`src/rtl/ecfl_sqrt_cell.sv`:
```
// one digit-by-digit square root step, two operand bits per cell
module ecfl_sqrt_cell #(
    parameter int OP_W   = 70,
    parameter int ROOT_W = 35,
    parameter int SIDE_W = 1
) (
    input  logic                clk,
    input  logic                rst_n,
    input  logic                in_vld,
    input  logic [ROOT_W+1:0]   in_rem,
    input  logic [OP_W-1:0]     in_op,
    input  logic [ROOT_W-1:0]   in_root,
    input  logic [SIDE_W-1:0]   in_side,
    output logic                out_vld,
    output logic [ROOT_W+1:0]   out_rem,
    output logic [OP_W-1:0]     out_op,
    output logic [ROOT_W-1:0]   out_root,
    output logic [SIDE_W-1:0]   out_side
);

    localparam int REM_W = ROOT_W + 2;

    logic [REM_W+1:0]  t;
    logic [REM_W+1:0]  trial;
    logic [REM_W+1:0]  diff;
    logic              ge;
    logic              vld_reg;
    logic [REM_W-1:0]  rem_reg, rem_next;
    logic [OP_W-1:0]   op_reg, op_next;
    logic [ROOT_W-1:0] root_reg, root_next;
    logic [SIDE_W-1:0] side_reg;

    always_comb
    begin
        t         = {in_rem, in_op[OP_W-1 -: 2]};
        trial     = {2'b00, in_root, 2'b01};
        diff      = t - trial;
        ge        = (t >= trial);
        rem_next  = ge ? diff[REM_W-1:0] : t[REM_W-1:0];
        op_next   = {in_op[OP_W-3:0], 2'b00};
        root_next = {in_root[ROOT_W-2:0], ge};
    end

    always_ff @(posedge clk or negedge rst_n)
    begin
        if (!rst_n)
        begin
            vld_reg <= 1'b0;
        end
        else
        begin
            vld_reg <= in_vld;
        end
    end

    always_ff @(posedge clk)
    begin
        rem_reg  <= rem_next;
        op_reg   <= op_next;
        root_reg <= root_next;
        side_reg <= in_side;
    end

    assign out_vld  = vld_reg;
    assign out_rem  = rem_reg;
    assign out_op   = op_reg;
    assign out_root = root_reg;
    assign out_side = side_reg;

endmodule

```
`config.mk`:
```
export PLATFORM = sky130hd
export DESIGN_NAME = ecfl_sqrt_cell
export DESIGN_NICKNAME = d
export VERILOG_FILES = /design/src/rtl/ecfl_sqrt_cell.sv
export SDC_FILE = /design/constraint.sdc
export NUM_CORES = 1
export LEC_CHECK = 0
export BUFFER_PORTS_ARGS = -buffer_cell sky130_fd_sc_hd__buf_2
export CORE_UTILIZATION = 41
export CTS_CLUSTER_SIZE = 12
export DETAILED_ROUTE_END_ITERATION = 16
export PLACE_DENSITY_LB_ADDON = 0.25
export SYNTH_ARGS = -nofsm -noshare
export SYNTH_HDL_FRONTEND = slang
export SYNTH_SLANG_ARGS = --single-unit
```
`constraint.sdc`:
```
create_clock -name clk -period 0.8 [get_ports clk]
set_input_delay 0.16 -clock clk [delete_from_list [all_inputs] [get_ports clk]]
set_output_delay 0.16 -clock clk [all_outputs]
set_load 0.03 [all_outputs]
```
## Word-level counts from Yosys, hierarchy flattened

Index checks and enable logic that the tools add are counted.

| cells by class | value |
|---|---|
| add/subtract/negate cells | 1 |
| magnitude comparators | 1 |
| muxes and demuxes | 1 |

Operators with widths:

| cell | count |
|---|---|
| 39-bit by 37-bit greater-or-equal comparator with 1-bit output | 1 |
| 37-bit two-way mux | 1 |
| 37-bit subtractor | 1 |

| word-level totals | value |
|---|---|
| bits in registers | 142 |
| input bits | 146 |
| output and inout port bits | 144 |
| word-level logic and storage cells | 8 |

## Longest topological paths before layout

| logic depth | value |
|---|---|
| word-level depth | 2 |
| mapped depth | 13 |
| gate-level depth less buffers | 11 |

## Least setup slack after synthesis

Ideal clock, no wire load.

| timing | value |
|---|---|
| path type | input to register |
| start point | in in_root[3] |
| end point | reg rem_reg[30], in the netlist out_rem[30] |
| library setup time | 0.121 ns |
| data arrival time | 2.699 ns |
| required time | 0.679 ns |
| setup slack | -2.020 ns |
| stages on the path | 11 |
| buffers on the path | 1 |
| cell sequence | inv_1 -> ha_1 -> o311ai_0 -> a21oi_1 -> a311oi_2 -> a211o_1 -> nand2_1 -> a21o_1 -> a31oi_4 -> buf_6 -> mux2_2 |

| on the way | value |
|---|---|
| word-level cells in the longest chain between the ends | 2 |
| elaborated cells on any way between the ends | 3 |
| those cells by class | add/sub: 1; order compare: 1; mux: 1 |

RTL lines:

| element | RTL line | RTL |
|---|---|---|
| start, declared | 12 | `input logic [ROOT_W-1:0] in_root,` |
| 37-bit subtractor / 39-bit by 37-bit greater-or-equal comparator with 1-bit output (equally long branches) | 37, 38 |  |
| 37-bit two-way mux * | 39 | `rem_next = ge ? diff[REM_W-1:0] : t[REM_W-1:0];` |
| net rem_next[30] | 28 | `logic [REM_W-1:0] rem_reg, rem_next;` |
| end signal, assigned | 58 | `rem_reg <= rem_next;` |
| end, declared | 28 |  |

Mark *: on every way through the listed nets, which the timed path passes. The rest lies on a longest branch.

## Final worst setup path

| timing | value |
|---|---|
| start point | in in_root[6] |
| end point | reg rem_reg[13], in the netlist out_rem[13] |

Same word-level chain as after synthesis.

==> summary.txt <==
Run status
  – Failing checks: negative setup slack
  – Outcome: finished with violations

Final layout
  – Final nets: 1281
  – Layout fillers: 501
  – P&R area growth vs syn: 117.6%
  – # diodes: 0
  – Share of cells above drive strength 1: 63.82%
  – Design area: 12020 um2
  – Final cell count without fillers: 1287

Place
  – Count of input and output buffers: 287
  – DP Area: between 8000 and 9000 um2
  – DP HPWL: ~13 mm
  – RD Place Congestion: 0.8767
  – Placed insts: 1088

STA
  – Slew margin rel.: 59.53%
  – Fmax: 0.4103 GHz
  – Crit share post-route: 304.6%
  – Fin. Hold Viols: 0
  – Max-slew violations: 0
  – RSZ-0062 raised after global routing: yes
  – Worst hold slack: 11.01 ps
  – Crit path time final: 2437 ps
  – Least-Margin Pin Slew: roughly 600 ps
  – Setup-failing EPs final: 180
  – Final WS setup: -1637 ps

Routing
  – Drt initial violations: slightly above 400
  – DRT Pass-1 Iters: 5
  – Via Count: 6726
  – Routed wire length: approximately 28 mm
  – Wire length per cell: about 22 um
  – DRC: 0
  – Antenna viol nets, final: 0
  – DR vias/cell: 5.226

Power and ir drop
  – Pwr Density: 2088 nW/um2
  – Leak pwr: around 0.0058 uW
  – Peak supply drop: approximately 2.1 mV
  – Pwr Total: 25100 uW

Worst setup path
  – Critical path's largest stage delay: approximately 320 ps
  – Worst Path Buf+Inv: 10
  – Worst path cell trace: buf_6, inv_2, ha_4, a211oi_4, buf_4, buf_4, buf_4, buf_4, buf_4, buf_4, buf_4, buf_4, o21bai_1, o21ai_1, nand2b_1, a21oi_1, xnor2_1, mux2_4
  – Top delay family on crit path: buffers and inverters
  – Worst path required time: 1100 ps
  – CP arrival: about 2700 ps
  – Worst Path Max Fanout: 2
  – Critical path's slowest cell: a21oi_1
  – Critical Path End Type: flip-flop
  – Nature of the critical path startpoint: primary input
  – Crit Path Class: primary input to flip-flop
  – Most common cell on crit path: buf_4

Clock tree
  – H-tree depth: 4
  – # clock sinks: 142
  – CTS Root Buffer Type: clkbuf_16
  – Maximum clock insertion buffer count: 2
  – Clock Pin Slew Worst Setup and Hold Paths: 60 ps
  – Total CTS buffers: 17
  – CTS tree: yes

Die
  – Num rows: 42
  – Starting Density: 41.88%
  – Die X-Extent: 118.1 um
  – Io pins: 290
  – Die Height: 118.1 um
  – CORE AREA: roughly 13000 um2
  – Die area: 13940 um2

Min path
  – Min-Delay Startpoint: in_rem[34]
  – Hold crit path type: primary input to flip-flop
  – Worst hold endpoint: out_rem[36]
  – Hold path depth: 2

Logic synthesis
  – Yosys cell types: 58
  – Synth area leader: dfxtp_1
  – Area contributors post-synth: dfxtp_1 51%, ha_1 8.4%, mux2_2 6.3%
  – Asr flop ratio synth: less than 1%
  – Gate Count Post-Synth: 518
  – Synth Flop Type: dfxtp_1
  – Mapped Area: approximately 5500 um2
  – Seq/Total Area, Yosys: 51.55%
  – Synth Warn #: 0
  – EDFF count, synth: 0
  – Top-area cell type share of the netlist area: 51.10%
  – Yosys reg bits: 142
  – Syn Area/Cell: 10.66 um2

GRT
  – Vias in the first global route: 7133
  – First-pass GRT wire length: 39.16 mm
  – Initial antenna violation count: 1
  – Largest net degree at the start of global routing: 17
  – Grt total ovfl: 0
  – Overall Global Routing Usage: 37.10%

Flow run
  – Max-cap violations: 0
## power by group
group / internal [uW] / switching, uW / total (uW)
clock: 4940 / 3450 / 8390
sequential: 7930 / 404 / 8330
combinational: 4280 / 4100 / 8380
total: 17100 / 7960 / 25100
## logic make-up after synthesis
group                      Yosys count  synth area share, %
DFF                                142                51.55
AOI/OAI and AO/OA                  118                14.68
and+or+nand+nor                     94                8.584
buffers and inverters               59                4.553
adders and majority gates           37                8.380
muxes                               36                7.271
xor gates and xnor gates            31                4.915
other                                1              0.06789
## area by class of cell
cell class | count | area, um2 | share of cell area, %
Inverter | 46 | 185.2 | 1.540
Tap cell | 176 | 220.2 | 1.832
Clock inverter | 12 | 145.1 | 1.207
Sequential cell | 142 | 3024 | 25.15
Clock buffer | 20 | 466.7 | 3.882
Timing Repair Buffer | 573 | 4997 | 41.57
Multi-Input combinational cell | 318 | 2984 | 24.82
## repair_timing
action,4_1_cts,5_1_grt
gates cloned,4,1
gates resized for setup,481,54
setup buffers,22,12
hold buffers,133,1
hold endpoints to repair,134,1
endpoints found under the setup margin,180,180
pin swaps,7,21
## registers in the layout, indices dropped and copies added (netlist names)
register,cells
out_op,68
out_rem,37
out_root,35
out_side,1
out_vld,1
## per-layer routing
metal / vias to the layer above / part of all wire [%] / wire length [um] / track usage (%)
met4: 2 / 6.5 / 1818 / 22.12
met3: 143 / 7.1 / 1991 / 10.42
met1: 3166 / 34 / 9445 / 37.02
met2: 443 / 52 / 14640 / 68.01
li1: 2972 / - / - / -
met5: - / 0.047 / 13 / 0
## how the worst max path moves through the flow
stage                            from           to  slack (ps)  depth (start not counted)
final                      in_root[6]  out_rem[13]       -1640                         18
after detailed placement  in_root[14]  out_rem[33]       -2000                         12
after global routing      in_root[14]   out_rem[1]       -1670                         16
after global placement     in_root[1]  out_rem[22]       -1940                         13
after CTS                  in_root[1]  out_rem[36]       -1510                         15
after floorplan            in_root[1]  out_rem[10]       -1820                         12
## synth_stat cells (2+ instances only)
cell      number
and2_1         3
a21o_1        22
a211o_1        5
o41ai_1        2
nand2_1       21
and3_1         8
nor3_1         7
mux2_1         2
xnor2_1       21
a21boi_0       2
or3_1          2
clkbuf_1       8
or2_2          2
nand4_1        5
o211ai_1       2
ha_1          37
and4_1         3
dfxtp_1      141
nor4_1         3
o31ai_1        2
inv_1         46
mux2_2        31
nand3_1       11
xor2_1        10
buf_4          2
mux2i_1        3
o21bai_1       2
o21a_1         5
nor2_1        20
nand2b_1       4
o21ai_0       18
a2111o_1       2
nor2b_1        2
a31oi_1        5
a211oi_1       3
buf_6          3
a21oi_1       32
## metrics by stage
stage / worst slack (ps) / setup TNS [ps] / util, %
floorplan: -1819 / -66370 / -
global placement: -1942 / -71510 / 62.12
detailed placement: -1999 / -73300 / 62.12
CTS: -1506 / -89800 / 89.06
global route: -1669 / -97710 / 91.15
finish: -1637 / -91840 / 91.15
## cell usage in the layout, fill, tap and decap left out, types with 6 or more instances in the layout
cell type / count
ha_4: 14
o21ai_0: 12
buf_12: 6
clkbuf_16: 18
dlygate4sd3_1: 134
nand2_1: 20
a21o_1: 22
xor2_1: 10
dfxtp_2: 141
a21oi_1: 25
inv_6: 7
buf_4: 136
inv_1: 38
xnor2_1: 20
nor2_1: 19
nand3_1: 10
buf_6: 156
mux2_4: 32
and3_1: 7
a21oi_2: 6
ha_1: 23
inv_2: 7
buf_2: 138
(Power assumes the default switching activity.)
