### config.mk
export PLATFORM = sky130hd
export DESIGN_NAME = ecfl_div_cell
export DESIGN_NICKNAME = d
export VERILOG_FILES = /design/src/rtl/ecfl_div_cell.sv
export SDC_FILE = /design/constraint.sdc
export NUM_CORES = 1
export LEC_CHECK = 0
export BUFFER_PORTS_ARGS = -buffer_cell sky130_fd_sc_hd__buf_2
export CORE_UTILIZATION = 30
export CTS_CLUSTER_DIAMETER = 60
export DETAILED_ROUTE_END_ITERATION = 10
export SYNTH_ARGS = -nofsm -noshare
export SYNTH_HDL_FRONTEND = slang
export SYNTH_SLANG_ARGS = --single-unit
### constraint.sdc
create_clock -name clk -period 0.8 [get_ports clk]
set_input_delay 0.08 -clock clk [delete_from_list [all_inputs] [get_ports clk]]
set_output_delay 0.08 -clock clk [all_outputs]
set_load 0.01 [all_outputs]
### src/rtl/ecfl_div_cell.sv
// one restoring division step; quotient bits fill the freed low end of num
module ecfl_div_cell #(
    parameter int DEN_W  = 32,
    parameter int NUM_W  = 31,
    parameter int SIDE_W = 1
) (
    input  logic              clk,
    input  logic              rst_n,
    input  logic              in_vld,
    input  logic [DEN_W-1:0]  in_rem,
    input  logic [NUM_W-1:0]  in_num,
    input  logic [DEN_W-1:0]  in_den,
    input  logic [SIDE_W-1:0] in_side,
    output logic              out_vld,
    output logic [DEN_W-1:0]  out_rem,
    output logic [NUM_W-1:0]  out_num,
    output logic [DEN_W-1:0]  out_den,
    output logic [SIDE_W-1:0] out_side
);

    logic [DEN_W:0]    trial;
    logic [DEN_W:0]    diff;
    logic              ge;
    logic              vld_reg;
    logic [DEN_W-1:0]  rem_reg, rem_next;
    logic [NUM_W-1:0]  num_reg, num_next;
    logic [DEN_W-1:0]  den_reg;
    logic [SIDE_W-1:0] side_reg;

    always_comb
    begin
        trial    = {in_rem, in_num[NUM_W-1]};
        diff     = trial - {1'b0, in_den};
        ge       = (trial >= {1'b0, in_den});
        rem_next = ge ? diff[DEN_W-1:0] : trial[DEN_W-1:0];
        num_next = {in_num[NUM_W-2:0], ge};
    end

    always_ff @(posedge clk or negedge rst_n)
    begin
        if (!rst_n)
        begin
            vld_reg <= 1'b0;
        end
        else
        begin
            vld_reg <= in_vld;
        end
    end

    always_ff @(posedge clk)
    begin
        rem_reg  <= rem_next;
        num_reg  <= num_next;
        den_reg  <= in_den;
        side_reg <= in_side;
    end

    assign out_vld  = vld_reg;
    assign out_rem  = rem_reg;
    assign out_num  = num_reg;
    assign out_den  = den_reg;
    assign out_side = side_reg;

endmodule

* Word level (Yosys, flattened, before mapping)
Index checks and enable logic that the tools add are counted.
Operators by class: add/sub/neg operators 1, order comparisons 1, mux-type cells 1
Operator list (number):
- >= comparator 33 x 32 -> 1 bit | 1
- 2-to-1 mux 32 bit | 1
- subtractor 32 bit | 1
Word-level totals: register bits 97, output and inout port bits 97

* Logic depth before layout (Yosys ltp)
Gate-level depths: netlist of run 1.
depth in word-level cells 2, mapped depth 13, gate-level depth less buffers 11

* Worst setup path before layout of run 1
Ideal clock, no wire load.
path type input to register, start in in_den[23], end reg rem_reg[14], in the netlist out_rem[14], data arrival time 2.172 ns, data required time 0.679 ns, path slack -1.493 ns, stages 11, path through inv_1 -> ha_1 -> buf_6 -> and3_1 -> o21a_1 -> a311oi_2 -> o21ai_1 -> or3b_1 -> o21a_1 -> buf_6 -> mux2_4
On the way: cells in the longest elaborated chain, start to end 2
RTL lines:
- start: declaration | line 12 | input logic [DEN_W-1:0] in_den,
- >= comparator 33 x 32 -> 1 bit | line 34 | ge = (trial >= {1'b0, in_den});
- 2-to-1 mux 32 bit | line 35 | rem_next = ge ? diff[DEN_W-1:0] : trial[DEN_W-1:0];
- via rem_next[14] | line 25 | logic [DEN_W-1:0] rem_reg, rem_next;
- end signal: assignment | line 53 | rem_reg <= rem_next;
- end: declaration | line 25
The timed path passes the listed nets, and every way through them passes these cells.

* Worst setup path after layout of run 1
Same ends and word-level chain as after synthesis.

==> metrics.md, run 1 <==
| Metric | Value |
|---|---|
| CP max stage cell | `or3b_4` |
| VDD IR max | `955 uV` |
| Fmax | `487 MHz` |
| Area occupied by multi-input gates | `2500 sq um` |
| Core Util, Final | `0.602` |
| Number of iterations in the first detailed-routing pass | `5` |
| CTS buffer count | `9` |
| # Max-Cap Violations | `0` |
| DP Area | `6270 sq um` |
| Critical path's most frequent cell | `buf_12` |
| DP Wirelength | `9860 um` |
| Fin cells | `1037` |
| Crit-path max FO | `11` |
| Nets | `984` |
| CORE AREA | `13900 sq um` |
| Seq cells post-synth | `97` |
| I/O pin count | `196` |
| Row Count | `43` |
| Detailed-route vias per instance | `4.53` |
| Number of diodes | `0` |
| CTS clk-pin slew, worst paths | `0.07 ns` |
| WP data required | `1.04 ns` |
| # port buffers | `195` |
| Slew @ Worst Pin | `0.410 ns` |
| Setup Crit Path Kind | `in2reg` |
| Met2 Use GR | `0.334` |
| Synthesized area | `4270 sq um` |
| Busiest metal layer after global routing | `met2` |
| Power Dens Cells | `1810 nW/um^2` |
| Synth area leaders | `dfxtp_1 (45%), ha_1 (9.4%), a21oi_1 (6.3%)` |
| Status | `finished, violations left` |
| Grt total ovfl | `0` |
| CP endpoint kind | `register` |
| Cell with the most instances after synthesis | `dfxtp_1` |
| Final GP Congestion | `0.852` |
| First-pass GRT wire length | `21900 um` |
| Leak | `3.95 nW` |
| H-Tree Depth | `3` |
| Seq. cell area | `1990 sq um` |
| Syn Nets | `588` |
| Antenna-violating nets left | `0` |
| Hold WC Path Type | `in2reg` |
| Final worst setup slack | `-1.25 ns` |
| Cells after DPL | `920` |
| Worst Hold End | `out_rem[13]` |
| Setup repair after global routing missed its margin | `yes` |
| Critical path launch point type | `input port` |
| Largest net degree at the start of global routing | `19` |
| Vias in the first global route | `4729` |
| EDFF count, synth | `0` |
| Initial antenna violation count | `0` |
| Hold path depth | `3` |
| Overall routed net length | `14400 um` |
| Post-synth top area share | `0.450` |
| Clk Tree Root Cell | `clkbuf_16` |
| Total power draw | `15.1 mW` |
| Synth cell count leaders | `dfxtp_1 (96), a21oi_1 (54), inv_1 (46)` |
| CP max stage delay | `0.37 ns` |
| M3 GR Usage | `0.0475` |
| CTS tree | `yes` |
| Post-route cell area | `8360 sq um` |
| Period utilization | `2.57` |
| Clock Tree Buf Depth | `2` |
| Seq/Total Area, Yosys | `0.456` |
| Chip width | `121 um` |
| CP Cell Sequence | `buf_12, inv_12, ha_4, a21o_1, o21a_1, a311oi_2, o21ai_2, or3b_4, o21a_4, buf_12, mux2_4` |
| Starting DRT DRC Count | `202` |
| Endpoints failing setup | `130` |
| Syn Inst Count | `456` |
| Synth async-reset ratio | `0.0103` |
| Synth warn | `0` |
| Crit path DAT | `2.29 ns` |
| Slew Viols, Final | `0` |
| Sink Count | `97` |
| Worst setup path start | `in_den[23]` |
| Die area | `14700 sq um` |
| Share of layout cells above drive strength 1 | `0.552` |
| Final hold violations | `0` |
| Initial core utilization | `0.308` |
| Die H | `121 um` |
| Violated checks | `negative setup slack` |
| Area growth from synthesis to final layout | `95.5%` |
| DR WL/cell | `13.9 um` |
| Routed vias | `4702` |
| Post-route DRC | `0` |
| Relative slew slack | `0.726` |
| Period minus WS final | `2.05 ns` |
| Fill count | `1193` |
| Synth area leader | `dfxtp_1` |
| Dominant synthesized flop cell | `dfxtp_1` |
| Synth cell types | `50` |
| Hold path startpoint | `in_rem[12]` |
| Avg Cell Area, Syn | `9.37 sq um` |
| GR Util met1 | `0.226` |
| Total track usage | `0.190` |
[stage by stage]
step                hold WS (ns)  setup TNS [ns]  setup slack (ns)
CTS                      0.00321          -46.06             -1.23
detailed placement        -0.141          -55.08             -1.80
global placement          -0.146          -54.50             -1.77
finish                   0.00888          -44.92             -1.25
floorplan                 -0.216          -45.86             -1.42
global route              0.0274          -49.73             -1.35
[kinds of logic after synthesis]
family          after synthesis  share of synthesized area
compound gates              120                      0.171
buf+inv                      63                     0.0665
mux                          10                     0.0328
xor+xnor                     26                     0.0533
simple gates                107                      0.122
fa+ha+maj                    33                     0.0984
flops                        97                      0.456
[per-layer routing]
layer / routed length (um) / share of wire
met1: 6190 / 0.43
met2: 7250 / 0.50
met3: 833 / 0.058
met4: 133 / 0.0092
met5: 0 / 0
[layout by cell type (no fill, tap or decap), types with 3 or more instances in the layout]
master,synthesis,layout
o21ai_1,4,5
nor2_1,37,16
nand3_1,8,7
a21oi_2,1,19
buf_4,1,108
o31ai_2,0,3
buf_12,0,5
ha_4,0,7
buf_2,5,152
ha_2,0,5
ha_1,32,20
dfxtp_2,0,38
clkbuf_16,0,9
o31ai_1,7,3
inv_2,0,4
xnor2_1,16,16
xor2_1,10,10
o21a_1,6,5
buf_6,5,49
nand2_1,24,23
dlygate4sd3_1,0,84
nor2_2,0,11
nor2_4,0,10
inv_1,46,41
dfxtp_1,96,58
buf_16,0,3
o21ai_0,17,12
o21ai_2,0,4
a21o_1,8,8
o21bai_1,5,5
nand2b_1,7,6
a2111oi_2,0,3
clkinvlp_4,0,3
mux2_4,8,8
a21oi_1,54,34
nand4_1,8,8
[flip-flops by register name, summed over array words and instances (netlist names)]
name      cells
out_side      1
out_den      32
out_num      31
out_rem      32
out_vld       1
[report_power, final]
part / internal (mW) / switching, mW / leakage [nW]
Clock: 2.16 / 1.99 / 0.131
Combinational: 3.01 / 2.36 / 3.00
Sequential: 5.43 / 0.195 / 0.821
Total: 10.6 / 4.55 / 3.95
[cell type report]
| type | count | share of cell area |
|---|---|---|
| Tap cell | 180 | 0.0270 |
| Inverter | 46 | 0.0222 |
| Multi-Input combinational cell | 296 | 0.300 |
| Clock buffer | 9 | 0.0270 |
| Sequential cell | 97 | 0.239 |
| Timing Repair Buffer | 402 | 0.378 |
| Clock inverter | 7 | 0.00719 |
[what timing repair did]
| action | CTS | global route |
|---|---|---|
| pin swaps | 25 | 19 |
| cloned | 3 | 0 |
| endpoints found under the setup margin | 130 | 130 |
| hold buffers | 82 | 2 |
| endpoints found under the hold margin | 82 | 2 |
| setup buffers | 13 | 1 |
| resized for setup | 99 | 102 |
[critical path: cells and delay by family]
kind	cells	cell delay [ns]
muxes	1	0.29
AOI/OAI and AO/OA	5	1.01
and+or+nand+nor	1	0.37
adders and majority gates	1	0.25
buffers and inverters	3	0.28
[worst max-delay path by stage]
stage                  endpoint  slack [ns]  cells past startpoint
floorplan           out_rem[14]       -1.42                     11
global placement    out_rem[30]       -1.77                     12
detailed placement  out_rem[30]       -1.80                     12
CTS                 out_rem[31]       -1.23                     11
global route         out_rem[5]       -1.35                     13
finish              out_rem[14]       -1.25                     11
No activity file was read; power rests on OpenSTA's default activity.
==> run 2: changes to the inputs <==
--- a/config.mk
+++ b/config.mk
@@ -5,6 +5,7 @@
 export SDC_FILE = /design/constraint.sdc
 export NUM_CORES = 1
 export LEC_CHECK = 0
+export ABC_AREA = 1
 export BUFFER_PORTS_ARGS = -buffer_cell sky130_fd_sc_hd__buf_2
 export CORE_UTILIZATION = 30
 export CTS_CLUSTER_DIAMETER = 60
==> run 2 against run 1 <==
The flow finishes with violations (negative hold slack, negative setup slack). Combinational power grew 15%. Worst hold slack lost 0.027 ns. Die area grew 20%. Area after synthesis grew 20%. Utilization grew 1.8 points. Cell area grew 23%. Via count grew 26%. Wire length grew 25%. Worst setup slack gained 0.66 ns. Count of clock-buffer cells in the layout grew 1. Maximum frequency grew 48%. Critical path type unchanged. Highest routed layer unchanged.
==> metrics.md, run 2 <==
| Metric | Value |
|---|---|
| Antenna-violating nets left | `0` |
| Total power draw | `16.3 mW` |
| Area occupied by multi-input gates | `3700 sq um` |
| Initial core utilization | `0.309` |
| Hold path startpoint | `in_rem[13]` |
| Row Count | `47` |
| Crit path DAT | `1.68 ns` |
| Vias in the first global route | `5703` |
| CTS buffer count | `9` |
| Starting DRT DRC Count | `200` |
| CTS clk-pin slew, worst paths | `0.07 ns` |
| DP Wirelength | `12500 um` |
| Die area | `17700 sq um` |
| Critical path launch point type | `input port` |
| Hold WC Path Type | `in2reg` |
| Total track usage | `0.197` |
| Setup Crit Path Kind | `in2reg` |
| Synth area leader | `dfxtp_1` |
| Synth cell types | `30` |
| Area growth from synthesis to final layout | `101%` |
| Overall routed net length | `18000 um` |
| Power Dens Cells | `1580 nW/um^2` |
| Period minus WS final | `1.39 ns` |
| Seq/Total Area, Yosys | `0.379` |
| Seq. cell area | `1980 sq um` |
| Final GP Congestion | `0.862` |
| Grt total ovfl | `0` |
| Fmax | `719 MHz` |
| VDD IR max | `1160 uV` |
| Status | `finished, violations left` |
| CORE AREA | `16600 sq um` |
| Relative slew slack | `0.816` |
| First-pass GRT wire length | `27400 um` |
| Die H | `133 um` |
| # Max-Cap Violations | `0` |
| Synthesized area | `5140 sq um` |
| Commonest non-fill, non-tap cell in the layout | `nand2_1` |
| Crit-path max FO | `8` |
| CTS tree | `yes` |
| I/O pin count | `196` |
| Seq cells post-synth | `97` |
| Chip width | `133 um` |
| Worst setup path start | `in_den[7]` |
| WHS | `-0.0186 ns` |
| Synth cell count leaders | `nand2_1 (276), inv_1 (149), dfxtp_1 (96)` |
| Period utilization | `1.74` |
| DR WL/cell | `12.9 um` |
| Slew @ Worst Pin | `0.275 ns` |
| Number of diodes | `0` |
| Slew Viols, Final | `0` |
| Core Util, Final | `0.620` |
| Fill count | `1429` |
| WP data required | `1.09 ns` |
| Syn Nets | `881` |
| Avg Cell Area, Syn | `6.86 sq um` |
| Synth async-reset ratio | `0.0103` |
| Clock Tree Buf Depth | `2` |
| CP endpoint kind | `register` |
| H-Tree Depth | `3` |
| Largest net degree at the start of global routing | `18` |
| Post-synth top area share | `0.374` |
| Leak | `5.38 nW` |
| Most frequent cells in the layout | `nand2_1 (188), buf_2 (129), buf_4 (128)` |
| Detailed-route vias per instance | `4.26` |
| Final worst setup slack | `-0.590 ns` |
| Post-route cell area | `10300 sq um` |
| DP Area | `7520 sq um` |
| Setup repair after global routing missed its margin | `yes` |
| Nets | `1298` |
| Endpoints failing setup | `130` |
| Syn Inst Count | `749` |
| Routed vias | `5927` |
| Synth area leaders | `dfxtp_1 (37%), nand2_1 (20%), inv_1 (11%)` |
| Sink Count | `97` |
| Number of iterations in the first detailed-routing pass | `4` |
| Post-route DRC | `0` |
| Clk Tree Root Cell | `clkbuf_16` |
| Final hold violations | `2` |
| Synth warn | `0` |
| Dominant synthesized flop cell | `dfxtp_1` |
| # port buffers | `195` |
| Share of layout cells above drive strength 1 | `0.533` |
| Violated checks | `negative hold slack, negative setup slack` |
| Initial antenna violation count | `0` |
| EDFF count, synth | `0` |
| Cell with the most instances after synthesis | `nand2_1` |
-- run 2: cell types whose count changed after synthesis, sizes merged, moves of 8 or more --
cell / previous run / this run
nand3b: 1 / 10
a21oi: 55 / 21
nand2: 24 / 282
inv: 46 / 152
mux2: 8 / 0
nand3: 8 / 68
xnor2: 16 / 1
a21o: 8 / 0
o21ai: 21 / 2
-- run 2: cells by family (layout without fill, tap and decap cells) --
kind of cell / Yosys count / after routing / synth area share
DFF: 97 / 97 / 0.379
xor gates and xnor gates: 14 / 14 / 0.0239
adders and majority gates: 33 / 33 / 0.0818
AOI/OAI and AO/OA: 24 / 24 / 0.0239
and+or+nand+nor: 419 / 419 / 0.365
buffers and inverters: 162 / 584 / 0.127
-- run 2: final timing paths --
check | endpoint | cells after the start
worst max-delay path | out_rem[19] | 14
max in group asynchronous | out_vld | 2
worst min-delay path | out_rem[14] | 3
min in group asynchronous | out_vld | 2
-- run 2: power by group --
part           internal [mW]  switching [mW]  total, mW
registers               5.37           0.166       5.53
logic                   3.22            2.99       6.21
clock network           2.54            1.96       4.51
-- run 2: timing repair --
action	in CTS	in global routing
hold buffers	75	1
resized for setup	162	205
pin swaps	37	54
setup endpoints to repair	130	130
endpoints found under the hold margin	75	1
gates cloned	3	2
setup buffers	16	14
-- run 2: per-stage QoR --
stage                     std cells  setup WS, ns  setup TNS, ns
final                          1391        -0.590         -23.88
after global routing           1391        -0.648         -28.72
after CTS                      1374        -0.549         -24.31
after detailed placement       1264         -1.05         -33.25
after global placement         1264         -1.06         -33.31
after floorplan                 749        -0.646         -20.86
-- run 2: layout make-up --
type / instances / share of cell area
Clock inverter: 6 / 0.00679
Inverter: 152 / 0.0587
Tap cell: 220 / 0.0267
Sequential cell: 97 / 0.192
Timing Repair Buffer: 416 / 0.334
Multi-Input combinational cell: 490 / 0.358
Clock buffer: 10 / 0.0232
-- run 2: layer usage --
layer,wire length [um],vias to the layer above,part of all wire,track usage
met1,7780,2654,0.43,0.248
met3,985,16,0.055,0.0333
met4,252,0,0.014,0.0549
met2,8970,162,0.50,0.346
li1,-,3095,-,-
met5,0,-,0,0
-- run 2: worst max-delay path: stages --
cell,delay [ns]
buf_2,0.08
inv_1,0.05
ha_4,0.30
nand2_4,0.06
nor2_4,0.15
nand3_2,0.10
nand3_4,0.12
nand2_4,0.07
nand2_4,0.10
nand2_8,0.09
nand2_8,0.17
clkbuf_16,0.18
nand3_2,0.05
nand2_1,0.05
==> run 3: changes to the inputs <==
--- a/config.mk
+++ b/config.mk
@@ -10,6 +10,7 @@
 export CORE_UTILIZATION = 30
 export CTS_CLUSTER_DIAMETER = 60
 export DETAILED_ROUTE_END_ITERATION = 10
+export REMOVE_ABC_BUFFERS = 1
 export SYNTH_ARGS = -nofsm -noshare
 export SYNTH_HDL_FRONTEND = slang
 export SYNTH_SLANG_ARGS = --single-unit
==> run 3 against run 2 <==
The flow finishes with violations (negative setup slack). Via count is 0.52% lower. Worst setup slack better by 0.064 ns. Wire length is 0.79% higher. Critical path depth stayed put. Non-clock buffer count is 13 lower. Combinational power is 4.7% lower. Sequential share of layout area is 0.77 points higher. Global-route usage is 0.73 points higher. Sequential power hardly changed. Worst hold slack better by 0.023 ns. Cell count is 0.93% lower. Largest cell class unchanged. Largest power group unchanged. Highest routed layer unchanged.
==> metrics.md, run 3 (synthesis results as in run 2) <==
| Metric | Value |
|---|---|
| Status | `finished, violations left` |
| Violated checks | `negative setup slack` |
| Met2 Use GR | `0.361` |
| Grt total ovfl | `0` |
| CTS buffer count | `9` |
| Setup repair after global routing missed its margin | `yes` |
| M3 GR Usage | `0.0330` |
| Critical path's most frequent cell | `nand2_4` |
| VDD IR max | `1080 uV` |
| CP bufs+invs | `3` |
| Slew @ Worst Pin | `0.269 ns` |
| GR Util met1 | `0.249` |
| Hold path startpoint | `in_rem[26]` |
| Endpoints failing setup | `130` |
| Final GP Congestion | `0.902` |
| CORE AREA | `16600 sq um` |
| Starting DRT DRC Count | `198` |
| CTS clk-pin slew, worst paths | `0.07 ns` |
| Most frequent cells in the layout | `nand2_1 (185), buf_2 (138), buf_4 (112)` |
| Chip width | `133 um` |
| Largest net degree at the start of global routing | `21` |
| Detailed-route vias per instance | `4.28` |
| CP max stage delay | `0.30 ns` |
| Initial antenna violation count | `0` |
| Sink Count | `97` |
| Antenna-violating nets left | `0` |
| Leak | `5.16 nW` |
| Final worst setup slack | `-0.525 ns` |
| Overall routed net length | `18100 um` |
| Power Dens Cells | `1610 nW/um^2` |
| Top delay family on crit path | `simple AND/OR/NAND/NOR gates` |
| Number of diodes | `0` |
| DP Wirelength | `12300 um` |
| Routed vias | `5896` |
| Hold WC Path Type | `in2reg` |
| Share of layout cells above drive strength 1 | `0.520` |
| Post-route DRC | `0` |
| Die H | `133 um` |
| Initial core utilization | `0.309` |
| # Max-Cap Violations | `0` |
| CP endpoint kind | `register` |
| Row Count | `47` |
| Nets | `1285` |
| I/O pin count | `196` |
| WP data required | `1.10 ns` |
| Clock Tree Buf Depth | `2` |
| Fmax | `754 MHz` |
| Die area | `17700 sq um` |
| Post-route cell area | `9940 sq um` |
| WHS | `0.00400 ns` |
| CP Cell Sequence | `buf_6, inv_4, ha_4, nand2_4, nor2_4, nand3_2, nand3_4, nand2_4, nand2_4, nand2_8, nand2_8, buf_12, nand3_4, nand2_2` |
| Cells after DPL | `1263` |
| # port buffers | `195` |
| CP max stage cell | `ha_4` |
| First-pass GRT wire length | `28400 um` |
| Final hold violations | `0` |
| Period utilization | `1.66` |
| Hold path depth | `3` |
| Total track usage | `0.205` |
| CTS tree | `yes` |
| Busiest metal layer after global routing | `met2` |
| Fill count | `1448` |
| Setup TNS | `-22.78 ns` |
| Area growth from synthesis to final layout | `93.4%` |
| Setup Crit Path Kind | `in2reg` |
| Commonest non-fill, non-tap cell in the layout | `nand2_1` |
| Relative slew slack | `0.820` |
| Worst Hold End | `out_rem[27]` |
| DP Area | `7200 sq um` |
| Period minus WS final | `1.33 ns` |
| DR WL/cell | `13.2 um` |
| Fin cells | `1378` |
| Critical path launch point type | `input port` |
| H-Tree Depth | `3` |
| Crit-path max FO | `7` |
| Vias in the first global route | `5967` |
| Crit path DAT | `1.63 ns` |
| Clk Tree Root Cell | `clkbuf_16` |
| Slew Viols, Final | `0` |
| Number of iterations in the first detailed-routing pass | `5` |
==> run 3: changes by cell type in the layout (fill, tap and decap cells not counted), sizes merged <==
cell         delta
clkinvlp        +2
clkbuf          -2
buf            -21
clkinv          -1
dlygate4sd3     +9
==> run 3: worst max path at each step <==
stage	startpoint	end	slack (ns)	cells after the start
6_report	in_den[6]	out_rem[16]	-0.53	14
5_1_grt	in_den[29]	out_rem[12]	-0.63	12
4_1_cts	in_num[30]	out_rem[24]	-0.52	14
3_5_place_dp	in_num[30]	out_rem[28]	-1.10	14
3_3_place_gp	in_num[30]	out_rem[28]	-1.07	14
2_1_floorplan	in_den[17]	out_rem[0]	-1.04	12
==> run 3: layout make-up <==
class	count	area, sq um	share of cell area
Multi-Input combinational cell	490	3580	0.360
Timing Repair Buffer	403	3210	0.323
Sequential cell	97	1990	0.200
Inverter	152	586	0.0589
Tap cell	220	275	0.0277
Clock buffer	9	225	0.0227
Clock inverter	7	85.1	0.00856
==> run 3: where the power goes <==
part           internal, mW  total (mW)  leakage [nW]  switching, mW
clock network          2.49        4.59         0.146           2.10
logic                  3.04        5.92          4.19           2.88
registers              5.37        5.54         0.822          0.167
total                  10.9        16.0          5.16           5.15
==> run 3: routing by layer <==
metal  up-vias  part of all wire
met2       168              0.49
met4         0             0.017
met3        21             0.050
li1       3067                 -
met5         -                 0
met1      2640              0.44
==> run 3: metrics by stage <==
step	worst slack [ns]	power, mW	util
6_report	-0.525	16.0	0.597
5_1_grt	-0.631	16.9	0.597
4_1_cts	-0.523	15.7	0.572
3_5_place_dp	-1.10	9.65	0.433
3_3_place_gp	-1.07	9.62	0.433
2_1_floorplan	-1.04	7.64	-
==> run 3: what timing repair did <==
| action | 4_1_cts | 5_1_grt |
|---|---|---|
| gates cloned | 1 | 1 |
| gates resized for setup | 250 | 117 |
| setup endpoints to repair | 130 | 130 |
| pin swaps | 30 | 30 |
| hold endpoints to repair | 85 | 0 |
| buffers inserted | 11 | 4 |
| hold buffers | 85 | 0 |
